$ cat config.mk
export PLATFORM = sky130hd
export DESIGN_NAME = vt52_escape_decoder
export DESIGN_NICKNAME = d
export VERILOG_FILES = /design/src/hdl/vt52_pkg.sv /design/src/hdl/vt52_decode.sv /design/src/hdl/vt52_queue.sv /design/src/hdl/vt52_escape_decoder.sv
export SDC_FILE = /design/constraint.sdc
export NUM_CORES = 1
export LEC_CHECK = 0
export ABC_CLOCK_PERIOD_IN_PS = 5150
export BUFFER_PORTS_ARGS = -buffer_cell sky130_fd_sc_hd__buf_2
export CORE_MARGIN = 8
export CORE_UTILIZATION = 40
export CTS_CLUSTER_DIAMETER = 100
export DETAILED_ROUTE_END_ITERATION = 8
export GPL_ROUTABILITY_DRIVEN = 1
export GPL_TIMING_DRIVEN = 0
export PLACE_DENSITY = 0.52
export SYNTH_ARGS = -nofsm -noshare
export SYNTH_HDL_FRONTEND = slang
export SYNTH_SLANG_ARGS = --single-unit
export TNS_END_PERCENT = 10
$ cat constraint.sdc
create_clock -name clk -period 5.15 [get_ports clk]
set_input_delay 1.03 -clock clk [delete_from_list [all_inputs] [get_ports clk]]
set_output_delay 1.03 -clock clk [all_outputs]
set_load 0.05 [all_outputs]
$ cat src/hdl/vt52_pkg.sv
package vt52_pkg;

  typedef enum logic [4:0] {
    CMD_NONE    = 5'd0,
    CMD_ADDCH   = 5'd1,
    CMD_SETATTR = 5'd2,
    CMD_CLRATTR = 5'd3,
    CMD_UP      = 5'd4,
    CMD_DOWN    = 5'd5,
    CMD_RIGHT   = 5'd6,
    CMD_LEFT    = 5'd7,
    CMD_CLEAR   = 5'd8,
    CMD_MOVE    = 5'd9,
    CMD_EOS     = 5'd10,
    CMD_EOL     = 5'd11,
    CMD_INSLN   = 5'd12,
    CMD_DELLN   = 5'd13,
    CMD_DELCH   = 5'd14,
    CMD_WINDOW  = 5'd15,
    CMD_FG      = 5'd16,
    CMD_BG      = 5'd17,
    CMD_BOS     = 5'd18,
    CMD_CURSOR  = 5'd19,
    CMD_SAVEPOS = 5'd20,
    CMD_CLRLINE = 5'd21,
    CMD_BOL     = 5'd22,
    CMD_WRAP    = 5'd23,
    CMD_24X80   = 5'd24,
    CMD_FULLSCR = 5'd25,
    CMD_TAB     = 5'd26,
    CMD_CR      = 5'd27
  } cmd_t;

  typedef struct packed {
    cmd_t               cmd;
    logic signed [8:0]  a;
    logic signed [8:0]  b;
    logic signed [8:0]  c;
    logic signed [8:0]  d;
    logic               refresh;
    logic               last;
  } res_t;

  // Most commands a single byte can produce.
  localparam int MAX_RES = 2;

endpackage

$ cat src/hdl/vt52_decode.sv
module vt52_decode (
  input  logic                clk,
  input  logic                rst,
  input  logic                fire,
  input  logic [7:0]          byte_q,
  output vt52_pkg::res_t      res0,
  output vt52_pkg::res_t      res1,
  output logic [1:0]          res_n
);

  typedef enum logic [2:0] {
    PH_IDLE = 3'd0,
    PH_ESC  = 3'd1,
    PH_X    = 3'd2,
    PH_Y    = 3'd3,
    PH_B    = 3'd4,
    PH_C    = 3'd5
  } phase_t;

  localparam logic [7:0] CH_HOME1 = 8'd1;
  localparam logic [7:0] CH_ATOFF = 8'd2;
  localparam logic [7:0] CH_CLR1  = 8'd4;
  localparam logic [7:0] CH_BS    = 8'd8;
  localparam logic [7:0] CH_HT    = 8'd9;
  localparam logic [7:0] CH_LF    = 8'd10;
  localparam logic [7:0] CH_VT    = 8'd11;
  localparam logic [7:0] CH_FF    = 8'd12;
  localparam logic [7:0] CH_CR    = 8'd13;
  localparam logic [7:0] CH_CAN   = 8'd24;
  localparam logic [7:0] CH_CLR2  = 8'd26;
  localparam logic [7:0] CH_ESC   = 8'd27;
  localparam logic [7:0] CH_HOME2 = 8'd30;
  localparam logic [7:0] CH_NL    = 8'd31;

  phase_t      phase, phase_next;
  logic [2:0]  pending, pending_next;
  logic        wrap, wrap_next;
  logic [7:0]  abuf [4];
  logic [7:0]  buf_w [4];
  logic        abuf_we;
  logic [2:0]  total;
  logic [2:0]  pend_eff;
  logic [2:0]  pend_dec;
  logic [1:0]  idx;

  function automatic vt52_pkg::res_t mk(input vt52_pkg::cmd_t c,
                                        input logic signed [8:0] a,
                                        input logic rf);
    vt52_pkg::res_t r;
    r         = '0;
    r.cmd     = c;
    r.a       = a;
    r.refresh = rf;
    r.last    = 1'b1;
    return r;
  endfunction

  function automatic logic signed [8:0] off(input logic [7:0] v, input logic [8:0] k);
    return $signed({1'b0, v} - k);
  endfunction

  // Fold (v - 32) mod 64 into a 3-bit colour index, one bit per 2-bit group.
  function automatic logic signed [8:0] fold(input logic [7:0] v);
    logic [7:0] n;
    n = v - 8'd32;
    return $signed({6'd0, |n[5:4], |n[3:2], |n[1:0]});
  endfunction

  always_comb begin
    case (phase)
      PH_X:    total = 3'd4;
      PH_Y:    total = 3'd2;
      default: total = 3'd1;
    endcase
    pend_eff = (pending == 3'd0 || pending > total) ? total : pending;
    pend_dec = pend_eff - 3'd1;
    idx      = 2'(total - pend_eff);
    for (int i = 0; i < 4; i++) begin
      buf_w[i] = (idx == 2'(i)) ? byte_q : abuf[i];
    end
  end

  always_comb begin
    phase_next   = phase;
    pending_next = pending;
    wrap_next    = wrap;
    abuf_we      = 1'b0;
    res0         = mk(vt52_pkg::CMD_NONE, 9'sd0, 1'b0);
    res1         = '0;
    res_n        = 2'd1;
    case (phase)
      PH_ESC: begin
        phase_next = PH_IDLE;
        case (byte_q)
          "(":  res0 = mk(vt52_pkg::CMD_SETATTR, 9'sd0, 1'b0);
          ")":  res0 = mk(vt52_pkg::CMD_CLRATTR, 9'sd0, 1'b0);
          "A":  res0 = mk(vt52_pkg::CMD_UP, 9'sd0, 1'b1);
          "B":  res0 = mk(vt52_pkg::CMD_DOWN, 9'sd0, 1'b1);
          "C":  res0 = mk(vt52_pkg::CMD_RIGHT, 9'sd0, 1'b1);
          "D":  res0 = mk(vt52_pkg::CMD_LEFT, 9'sd0, 1'b1);
          "*", "+", ",", ":", ";", "E":
                res0 = mk(vt52_pkg::CMD_CLEAR, 9'sd0, 1'b1);
          "H":  res0 = mk(vt52_pkg::CMD_MOVE, 9'sd0, 1'b1);
          "I":  res0 = mk(vt52_pkg::CMD_UP, 9'sd1, 1'b1);
          "J":  res0 = mk(vt52_pkg::CMD_EOS, 9'sd0, 1'b1);
          "K":  res0 = mk(vt52_pkg::CMD_EOL, 9'sd0, 1'b1);
          "L":  res0 = mk(vt52_pkg::CMD_INSLN, 9'sd0, 1'b1);
          "M", "R":
                res0 = mk(vt52_pkg::CMD_DELLN, 9'sd0, 1'b1);
          "N":  res0 = mk(vt52_pkg::CMD_DELCH, 9'sd0, 1'b1);
          "X": begin
            phase_next   = PH_X;
            pending_next = 3'd4;
          end
          "Y": begin
            phase_next   = PH_Y;
            pending_next = 3'd2;
          end
          "b": begin
            phase_next   = PH_B;
            pending_next = 3'd1;
          end
          "c": begin
            phase_next   = PH_C;
            pending_next = 3'd1;
          end
          "d":  res0 = mk(vt52_pkg::CMD_BOS, 9'sd0, 1'b1);
          "e":  res0 = mk(vt52_pkg::CMD_CURSOR, 9'sd1, 1'b0);
          "f":  res0 = mk(vt52_pkg::CMD_CURSOR, 9'sd0, 1'b0);
          "j":  res0 = mk(vt52_pkg::CMD_SAVEPOS, 9'sd0, 1'b0);
          "k":  res0 = mk(vt52_pkg::CMD_SAVEPOS, 9'sd1, 1'b1);
          "l":  res0 = mk(vt52_pkg::CMD_CLRLINE, 9'sd0, 1'b1);
          "o":  res0 = mk(vt52_pkg::CMD_BOL, 9'sd0, 1'b1);
          "p":  res0 = mk(vt52_pkg::CMD_SETATTR, 9'sd1, 1'b0);
          "q":  res0 = mk(vt52_pkg::CMD_CLRATTR, 9'sd1, 1'b0);
          "r":  res0 = mk(vt52_pkg::CMD_SETATTR, 9'sd2, 1'b0);
          "s":  res0 = mk(vt52_pkg::CMD_SETATTR, 9'sd3, 1'b0);
          "t":  res0 = mk(vt52_pkg::CMD_CLRATTR, 9'sd3, 1'b0);
          "u":  res0 = mk(vt52_pkg::CMD_CLRATTR, 9'sd2, 1'b0);
          "w": begin
            wrap_next = 1'b1;
            res0      = mk(vt52_pkg::CMD_WRAP, 9'sd1, 1'b0);
          end
          "v": begin
            wrap_next = 1'b0;
            res0      = mk(vt52_pkg::CMD_WRAP, 9'sd0, 1'b0);
          end
          "x":  res0 = mk(vt52_pkg::CMD_24X80, 9'sd0, 1'b1);
          "y":  res0 = mk(vt52_pkg::CMD_FULLSCR, 9'sd0, 1'b1);
          // unknown letter prints as a character
          default: res0 = mk(vt52_pkg::CMD_ADDCH, $signed({1'b0, byte_q}), 1'b1);
        endcase
      end
      PH_X, PH_Y, PH_B, PH_C: begin
        abuf_we      = 1'b1;
        pending_next = pend_dec;
        if (pend_dec == 3'd0) begin
          phase_next = PH_IDLE;
          case (phase)
            PH_B: res0 = mk(vt52_pkg::CMD_FG, fold(buf_w[0]), 1'b1);
            PH_C: res0 = mk(vt52_pkg::CMD_BG, fold(buf_w[0]), 1'b1);
            PH_X: begin
              res0   = mk(vt52_pkg::CMD_WINDOW, off(buf_w[0], 9'd32), 1'b1);
              res0.b = off(buf_w[1], 9'd32);
              res0.c = off(buf_w[2], 9'd31);
              res0.d = off(buf_w[3], 9'd31);
            end
            default: begin
              res0   = mk(vt52_pkg::CMD_MOVE, off(buf_w[1], 9'd32), 1'b1);
              res0.b = off(buf_w[0], 9'd32);
            end
          endcase
        end
      end
      default: begin
        phase_next = PH_IDLE;
        case (byte_q)
          CH_HOME1, CH_HOME2: res0 = mk(vt52_pkg::CMD_MOVE, 9'sd0, 1'b1);
          CH_ATOFF: res0 = mk(vt52_pkg::CMD_CLRATTR, 9'sd0, 1'b0);
          CH_CLR1, CH_CLR2: begin
            res0      = mk(vt52_pkg::CMD_CLEAR, 9'sd0, 1'b1);
            res0.last = 1'b0;
            res1      = mk(vt52_pkg::CMD_MOVE, 9'sd0, 1'b1);
            res_n     = 2'd2;
          end
          CH_BS:  res0 = mk(vt52_pkg::CMD_LEFT, $signed({8'd0, wrap}), 1'b1);
          CH_HT:  res0 = mk(vt52_pkg::CMD_TAB, 9'sd0, 1'b1);
          CH_LF:  res0 = mk(vt52_pkg::CMD_DOWN, 9'sd1, 1'b1);
          CH_VT:  res0 = mk(vt52_pkg::CMD_UP, 9'sd0, 1'b1);
          CH_FF:  res0 = mk(vt52_pkg::CMD_CLEAR, 9'sd0, 1'b1);
          CH_CR:  res0 = mk(vt52_pkg::CMD_CR, 9'sd0, 1'b1);
          CH_CAN: res0 = mk(vt52_pkg::CMD_EOL, 9'sd0, 1'b1);
          CH_ESC: phase_next = PH_ESC;
          CH_NL: begin
            res0      = mk(vt52_pkg::CMD_CR, 9'sd0, 1'b1);
            res0.last = 1'b0;
            res1      = mk(vt52_pkg::CMD_DOWN, 9'sd1, 1'b1);
            res_n     = 2'd2;
          end
          default: res0 = mk(vt52_pkg::CMD_ADDCH, $signed({1'b0, byte_q}), 1'b1);
        endcase
      end
    endcase
  end

  always_ff @(posedge clk) begin
    if (rst) begin
      phase   <= PH_IDLE;
      pending <= 3'd0;
      wrap    <= 1'b0;
    end else if (fire) begin
      phase   <= phase_next;
      pending <= pending_next;
      wrap    <= wrap_next;
    end
  end

  always_ff @(posedge clk) begin
    if (fire && abuf_we) begin
      abuf[idx] <= byte_q;
    end
  end

  a_two_last: assert property (@(posedge clk) disable iff (rst)
    (fire && res_n == 2'd2) |-> (!res0.last && res1.last))
    else $error("two-command byte marks the wrong result as last");

  a_one_last: assert property (@(posedge clk) disable iff (rst)
    (fire && res_n == 2'd1) |-> res0.last)
    else $error("single result not marked last");

  a_x_count: assert property (@(posedge clk) disable iff (rst)
    (phase == PH_X) |-> (pending != 3'd0 && pending <= 3'd4))
    else $error("window argument count out of range");

endmodule

$ cat src/hdl/vt52_queue.sv
module vt52_queue (
  input  logic                clk,
  input  logic                rst,
  input  logic [1:0]          push_n,
  input  vt52_pkg::res_t      d0,
  input  vt52_pkg::res_t      d1,
  output logic                room,
  output logic                out_valid,
  input  logic                out_stall,
  output vt52_pkg::res_t      head
);

  localparam int DEPTH = 2 * vt52_pkg::MAX_RES;
  localparam int AW    = $clog2(DEPTH);
  localparam int CW    = $clog2(DEPTH + 1);

  vt52_pkg::res_t mem [DEPTH];
  logic [AW-1:0]  wr_ptr;
  logic [AW-1:0]  rd_ptr;
  logic [CW-1:0]  count;
  logic           pop;

  assign out_valid = (count != '0);
  assign head      = mem[rd_ptr];
  assign pop       = out_valid && !out_stall;
  // Take a new byte only when its worst case fits.
  assign room      = (count <= CW'(DEPTH - vt52_pkg::MAX_RES));

  always_ff @(posedge clk) begin
    if (push_n != 2'd0) begin
      mem[wr_ptr] <= d0;
    end
    if (push_n == 2'd2) begin
      mem[wr_ptr + AW'(1)] <= d1;
    end
  end

  always_ff @(posedge clk) begin
    if (rst) begin
      wr_ptr <= '0;
      rd_ptr <= '0;
      count  <= '0;
    end else begin
      wr_ptr <= wr_ptr + AW'(push_n);
      rd_ptr <= rd_ptr + AW'(pop);
      count  <= count + CW'(push_n) - CW'(pop);
    end
  end

  a_bound: assert property (@(posedge clk) disable iff (rst)
    count <= CW'(DEPTH))
    else $error("result queue count beyond depth");

  a_no_ovf: assert property (@(posedge clk) disable iff (rst)
    (push_n != 2'd0) |-> ((CW + 1)'(count) + (CW + 1)'(push_n) <= (CW + 1)'(DEPTH)))
    else $error("result queue overflow");

endmodule

$ cat src/hdl/vt52_escape_decoder.sv
// VT52 escape decoder: one terminal byte in per word, numbered display commands
// out. A byte is registered, decoded against the escape state once the result queue
// has room, and the result is written to that queue, whose head drives the output.
// One byte is taken every cycle while the output keeps pace; Ctrl-D, Ctrl-Z and
// code 31 produce two command words, so those bytes fill two queue entries, and
// the four-entry result queue sets how long input keeps flowing when the output
// stalls. Bytes that only advance an escape sequence give a command-0 word.
module vt52_escape_decoder (
  input  logic               clk,
  input  logic               rst,
  input  logic               in_valid,
  output logic               in_stall,
  input  logic [7:0]         byte_in,
  output logic               out_valid,
  input  logic               out_stall,
  output logic [4:0]         command,
  output logic signed [8:0]  arg_a,
  output logic signed [8:0]  arg_b,
  output logic signed [8:0]  arg_c,
  output logic signed [8:0]  arg_d,
  output logic               refresh,
  output logic               last
);

  logic            full;
  logic [7:0]      byte_q;
  logic            room;
  logic            move;
  logic            accept;
  logic [1:0]      res_n;
  logic [1:0]      push_n;
  vt52_pkg::res_t  res0;
  vt52_pkg::res_t  res1;
  vt52_pkg::res_t  head;

  assign move     = full && room;
  assign in_stall = full && !room;
  assign accept   = in_valid && !in_stall;
  assign push_n   = move ? res_n : 2'd0;

  always_ff @(posedge clk) begin
    if (rst) begin
      full <= 1'b0;
    end else if (accept) begin
      full <= 1'b1;
    end else if (move) begin
      full <= 1'b0;
    end
  end

  always_ff @(posedge clk) begin
    if (accept) begin
      byte_q <= byte_in;
    end
  end

  vt52_decode u_decode (
    .clk    (clk),
    .rst    (rst),
    .fire   (move),
    .byte_q (byte_q),
    .res0   (res0),
    .res1   (res1),
    .res_n  (res_n)
  );

  vt52_queue u_queue (
    .clk       (clk),
    .rst       (rst),
    .push_n    (push_n),
    .d0        (res0),
    .d1        (res1),
    .room      (room),
    .out_valid (out_valid),
    .out_stall (out_stall),
    .head      (head)
  );

  assign command = head.cmd;
  assign arg_a   = head.a;
  assign arg_b   = head.b;
  assign arg_c   = head.c;
  assign arg_d   = head.d;
  assign refresh = head.refresh;
  assign last    = head.last;

endmodule
==> metrics.txt <==
status=complete, no violations; number of iterations in the first detailed-routing pass=5; total CTS buffers=27; vias per cell=between 5 and 6; RD Place Congestion=0.952; most area-consuming cells after synthesis=dfxtp_1, edfxtp_1, mux4_2, o21ai_0, nand2_1; cell taking the most area after synthesis=dfxtp_1; sequential group share of total power=0.411; Post-synth top flop=dfxtp_1; Final ANT Viol Nets=0; ys async rst share=0; Setup CP Type=reg -> reg; Mapped Cells=1180; post-route insts no fill=1672; number of maximum-capacitance violations=0; number of synthesized flops with an enable pin=64; r2r setup slk=about 0.35 ns; FF-to-FF Start=u_decode.phase[1]; Port Buf Inserts=56; clock tree buffer depth=3; Logic pwr share=0.226; pin count of the biggest net entering global routing=14; Routed WL per cell=23.2 µm; hold_ws=approximately 0.45 ns; vias in the first global route=9611; layout cells sized above 1=0.181; Mapped Area=approximately 12000 µm²; Placed Cells incl. Taps=1620; Clk Latency, worst-skew pair=0.53 ns; Clock Sink Count=227; WL final=38.8 mm; CTS tree=done; crit path capture=u_queue.mem[0][36]; sequential element share of the synthesized area=0.445; R2R cell count=25; initial antenna violation count=0; synthesized net count=between 1000 and 1500; Slew headroom=0.234; Cell Int Power=3.36 mW; first-pass GRT wire length=roughly 60 mm; final hold vios=0; Layout Skew=just under 0.009 ns; Worst setup SP type=flip-flop; Hold-fix buffers, CTS=0; DR vias=around 10000; clock group share of total power=0.364; die width=187 µm; CP Capture Type=flip-flop; Slew Limit Fails=0; Crit Reg-Reg Endpoint=u_queue.mem[0][36]; Synth top area share=0.280; Worst EP arrival=5.19 ns; Finished Core Util=0.466; crit path time final=4.80 ns; Site Rows=62; Placement Cell Area=12400 µm²; Worst Hold Class=reg -> reg; H-tree Lvls=1; Slew @ Worst Pin=about 1.1 ns; WP data required=5.54 ns; Power Dens Cells=370 nW/µm²; fin nets=1297; final worst path period share=0.932; Yosys Warn Count=0; n_diodes=0; GRT Overall Usage=0.217; Core Region=~29000 µm²; Pwr Total=4.95 mW; Max FO, Critical Path=10; worst setup path start=u_decode.phase[1]; Layout area overhead=14.6%; Sw Share=0.321; IO Pins=57; clock root buffer=clkbuf_16; die height=between 150 and 200 µm; Final Setup Violations=0; Clock transition at path regs=0.06 ns; DRC=0; HPWL after DPL=~28 mm; switching pwr=1.59 mW; register bit count reported by yosys=227; Die ar.=roughly 35000 µm²; Synth cell types=96; overflow left after global routing=0; Max VDD drop=245 µV; post-route cell area=13400 µm²; Max Clk Rate=208 MHz; Starting DRT DRC Count=793; Initial Util=0.406; Syn Area/Cell=9.88 µm²; Lkg Pwr=4.78 nW
final cells by class:
cell class	instances	area (µm²)
inverter	17	66.3
tap	384	480
clock buffer	37	763
timing repair buffer	61	318
clock inverter	11	76.3
buffer	97	454
fill	2808	15300
multi-input combinational	838	6020
sequential	227	5180
placed cells by master, fill, tap and decap left out, types with 9 or more instances in the layout:
| master | count |
|---|---|
| mux4_2 | 43 |
| o21ai_0 | 127 |
| a32oi_1 | 14 |
| o211ai_1 | 9 |
| buf_2 | 83 |
| xor2_1 | 10 |
| buf_1 | 12 |
| a211oi_1 | 12 |
| clkbuf_1 | 54 |
| clkbuf_16 | 27 |
| inv_1 | 15 |
| xnor2_1 | 18 |
| nor2_1 | 70 |
| o31ai_1 | 13 |
| o21ai_1 | 21 |
| nand2b_1 | 12 |
| a22o_1 | 38 |
| and3_1 | 10 |
| mux2i_1 | 18 |
| dfxtp_1 | 163 |
| a21oi_1 | 32 |
| nand2_1 | 157 |
| ha_1 | 12 |
| nand3_1 | 27 |
| nor2b_1 | 22 |
| nor3_1 | 11 |
| a22oi_1 | 12 |
| edfxtp_1 | 64 |
layer usage:
metal  part of all wire  GRT usage
met1               0.45      0.296
met2               0.46      0.354
met3              0.062     0.0298
met4              0.025     0.0605
met5                  0          0
critical path, cell delays in order, from the launching register on:
cell	delay, ns
dfxtp_1	0.32
buf_6	0.13
nor2b_4	0.14
buf_6	0.16
inv_4	0.06
nor2_4	0.11
inv_2	0.07
buf_2	0.22
ha_1	0.34
a21o_1	0.24
o21ai_4	0.18
and2_1	0.20
o22ai_2	0.13
ha_4	0.34
nor2_1	0.07
o21ai_2	0.16
and2_1	0.20
buf_6	0.13
clkbuf_4	0.21
mux2i_1	0.23
ha_2	0.25
xor2_1	0.07
o211ai_1	0.15
o21ai_0	0.13
a22oi_2	0.30
o21ai_0	0.11
synthesized netlist by cell type, types with 4 or more instances:
| cell type | count |
|---|---|
| o31ai_1 | 13 |
| and3_1 | 10 |
| mux2_2 | 8 |
| ha_1 | 15 |
| o22ai_1 | 8 |
| nor3_1 | 11 |
| o211ai_1 | 9 |
| inv_1 | 15 |
| nor3b_1 | 4 |
| mux4_2 | 43 |
| xor2_1 | 10 |
| o41ai_1 | 4 |
| o21ai_0 | 127 |
| nand2b_1 | 12 |
| a22oi_1 | 13 |
| a211oi_1 | 12 |
| buf_1 | 12 |
| a21o_1 | 4 |
| nor2b_1 | 22 |
| and3b_1 | 4 |
| or3_1 | 8 |
| nor2_1 | 70 |
| a22o_1 | 38 |
| buf_6 | 5 |
| buf_2 | 29 |
| a31oi_1 | 7 |
| nor4_1 | 5 |
| a21oi_1 | 32 |
| mux2i_1 | 19 |
| nand4_1 | 8 |
| and2_1 | 7 |
| nand2_1 | 157 |
| o21ai_1 | 21 |
| or2_2 | 4 |
| o211ai_2 | 4 |
| a32oi_1 | 14 |
| dfxtp_1 | 163 |
| clkbuf_1 | 50 |
| nand3_1 | 28 |
| o21a_1 | 4 |
| edfxtp_1 | 64 |
| xnor2_1 | 18 |
worst min path at each step:
stage	from	endpoint	cells past startpoint
global placement	u_queue.mem[1][31]	u_queue.mem[1][31]	2
floorplan	u_queue.mem[2][27]	u_queue.mem[2][27]	2
global route	u_queue.mem[3][8]	u_queue.mem[3][8]	2
detailed placement	u_queue.mem[2][24]	u_queue.mem[2][24]	2
finish	u_queue.mem[1][17]	u_queue.mem[1][17]	2
CTS	u_queue.mem[2][17]	u_queue.mem[2][17]	2
state kept, by name, summed over array words and instances, names as in the netlist:
signal            count
u_queue.mem         172
u_decode.abuf        32
byte_q                8
u_decode.pending      3
u_decode.phase        3
u_queue.count         3
u_queue.rd_ptr        2
u_queue.wr_ptr        2
full                  1
u_decode.wrap         1
power groups by stage:
stage / combinational [mW] / sequential (mW) / clock (mW)
6_report: 1.12 / 2.03 / 1.80
5_1_grt: 1.20 / 2.04 / 1.91
4_1_cts: 1.13 / 2.03 / 1.83
3_5_place_dp: 1.12 / 2.07 / 0
3_3_place_gp: 1.12 / 2.06 / 0
2_1_floorplan: 0.831 / 2.04 / 0
repair_timing:
action / CTS / global route
buffers inserted: 0 / 5
setup endpoints to repair: 28 / 36
endpoints found under the hold margin: 0 / 0
pin swaps: 1 / 3
resized for setup: 6 / 8
cells by family after synthesis:
| logic type | synth area share |
|---|---|
| multiplexers | 0.110 |
| adder cells (fa/ha/maj) | 0.0187 |
| flip-flops | 0.445 |
| AO/OA/AOI/OAI | 0.202 |
| AND/OR/NAND/NOR | 0.159 |
| buffers and inverters | 0.0442 |
| XOR/XNOR | 0.0224 |
per-stage QoR:
step	setup WS (ns)	setup TNS, ns
after floorplan	0.503	0
after global placement	-0.217	-2.84
after detailed placement	-0.246	-4.00
after CTS	0.0136	0
after global routing	-0.00102	-0.00102
final	0.350	0
(Power assumes the default switching activity.)
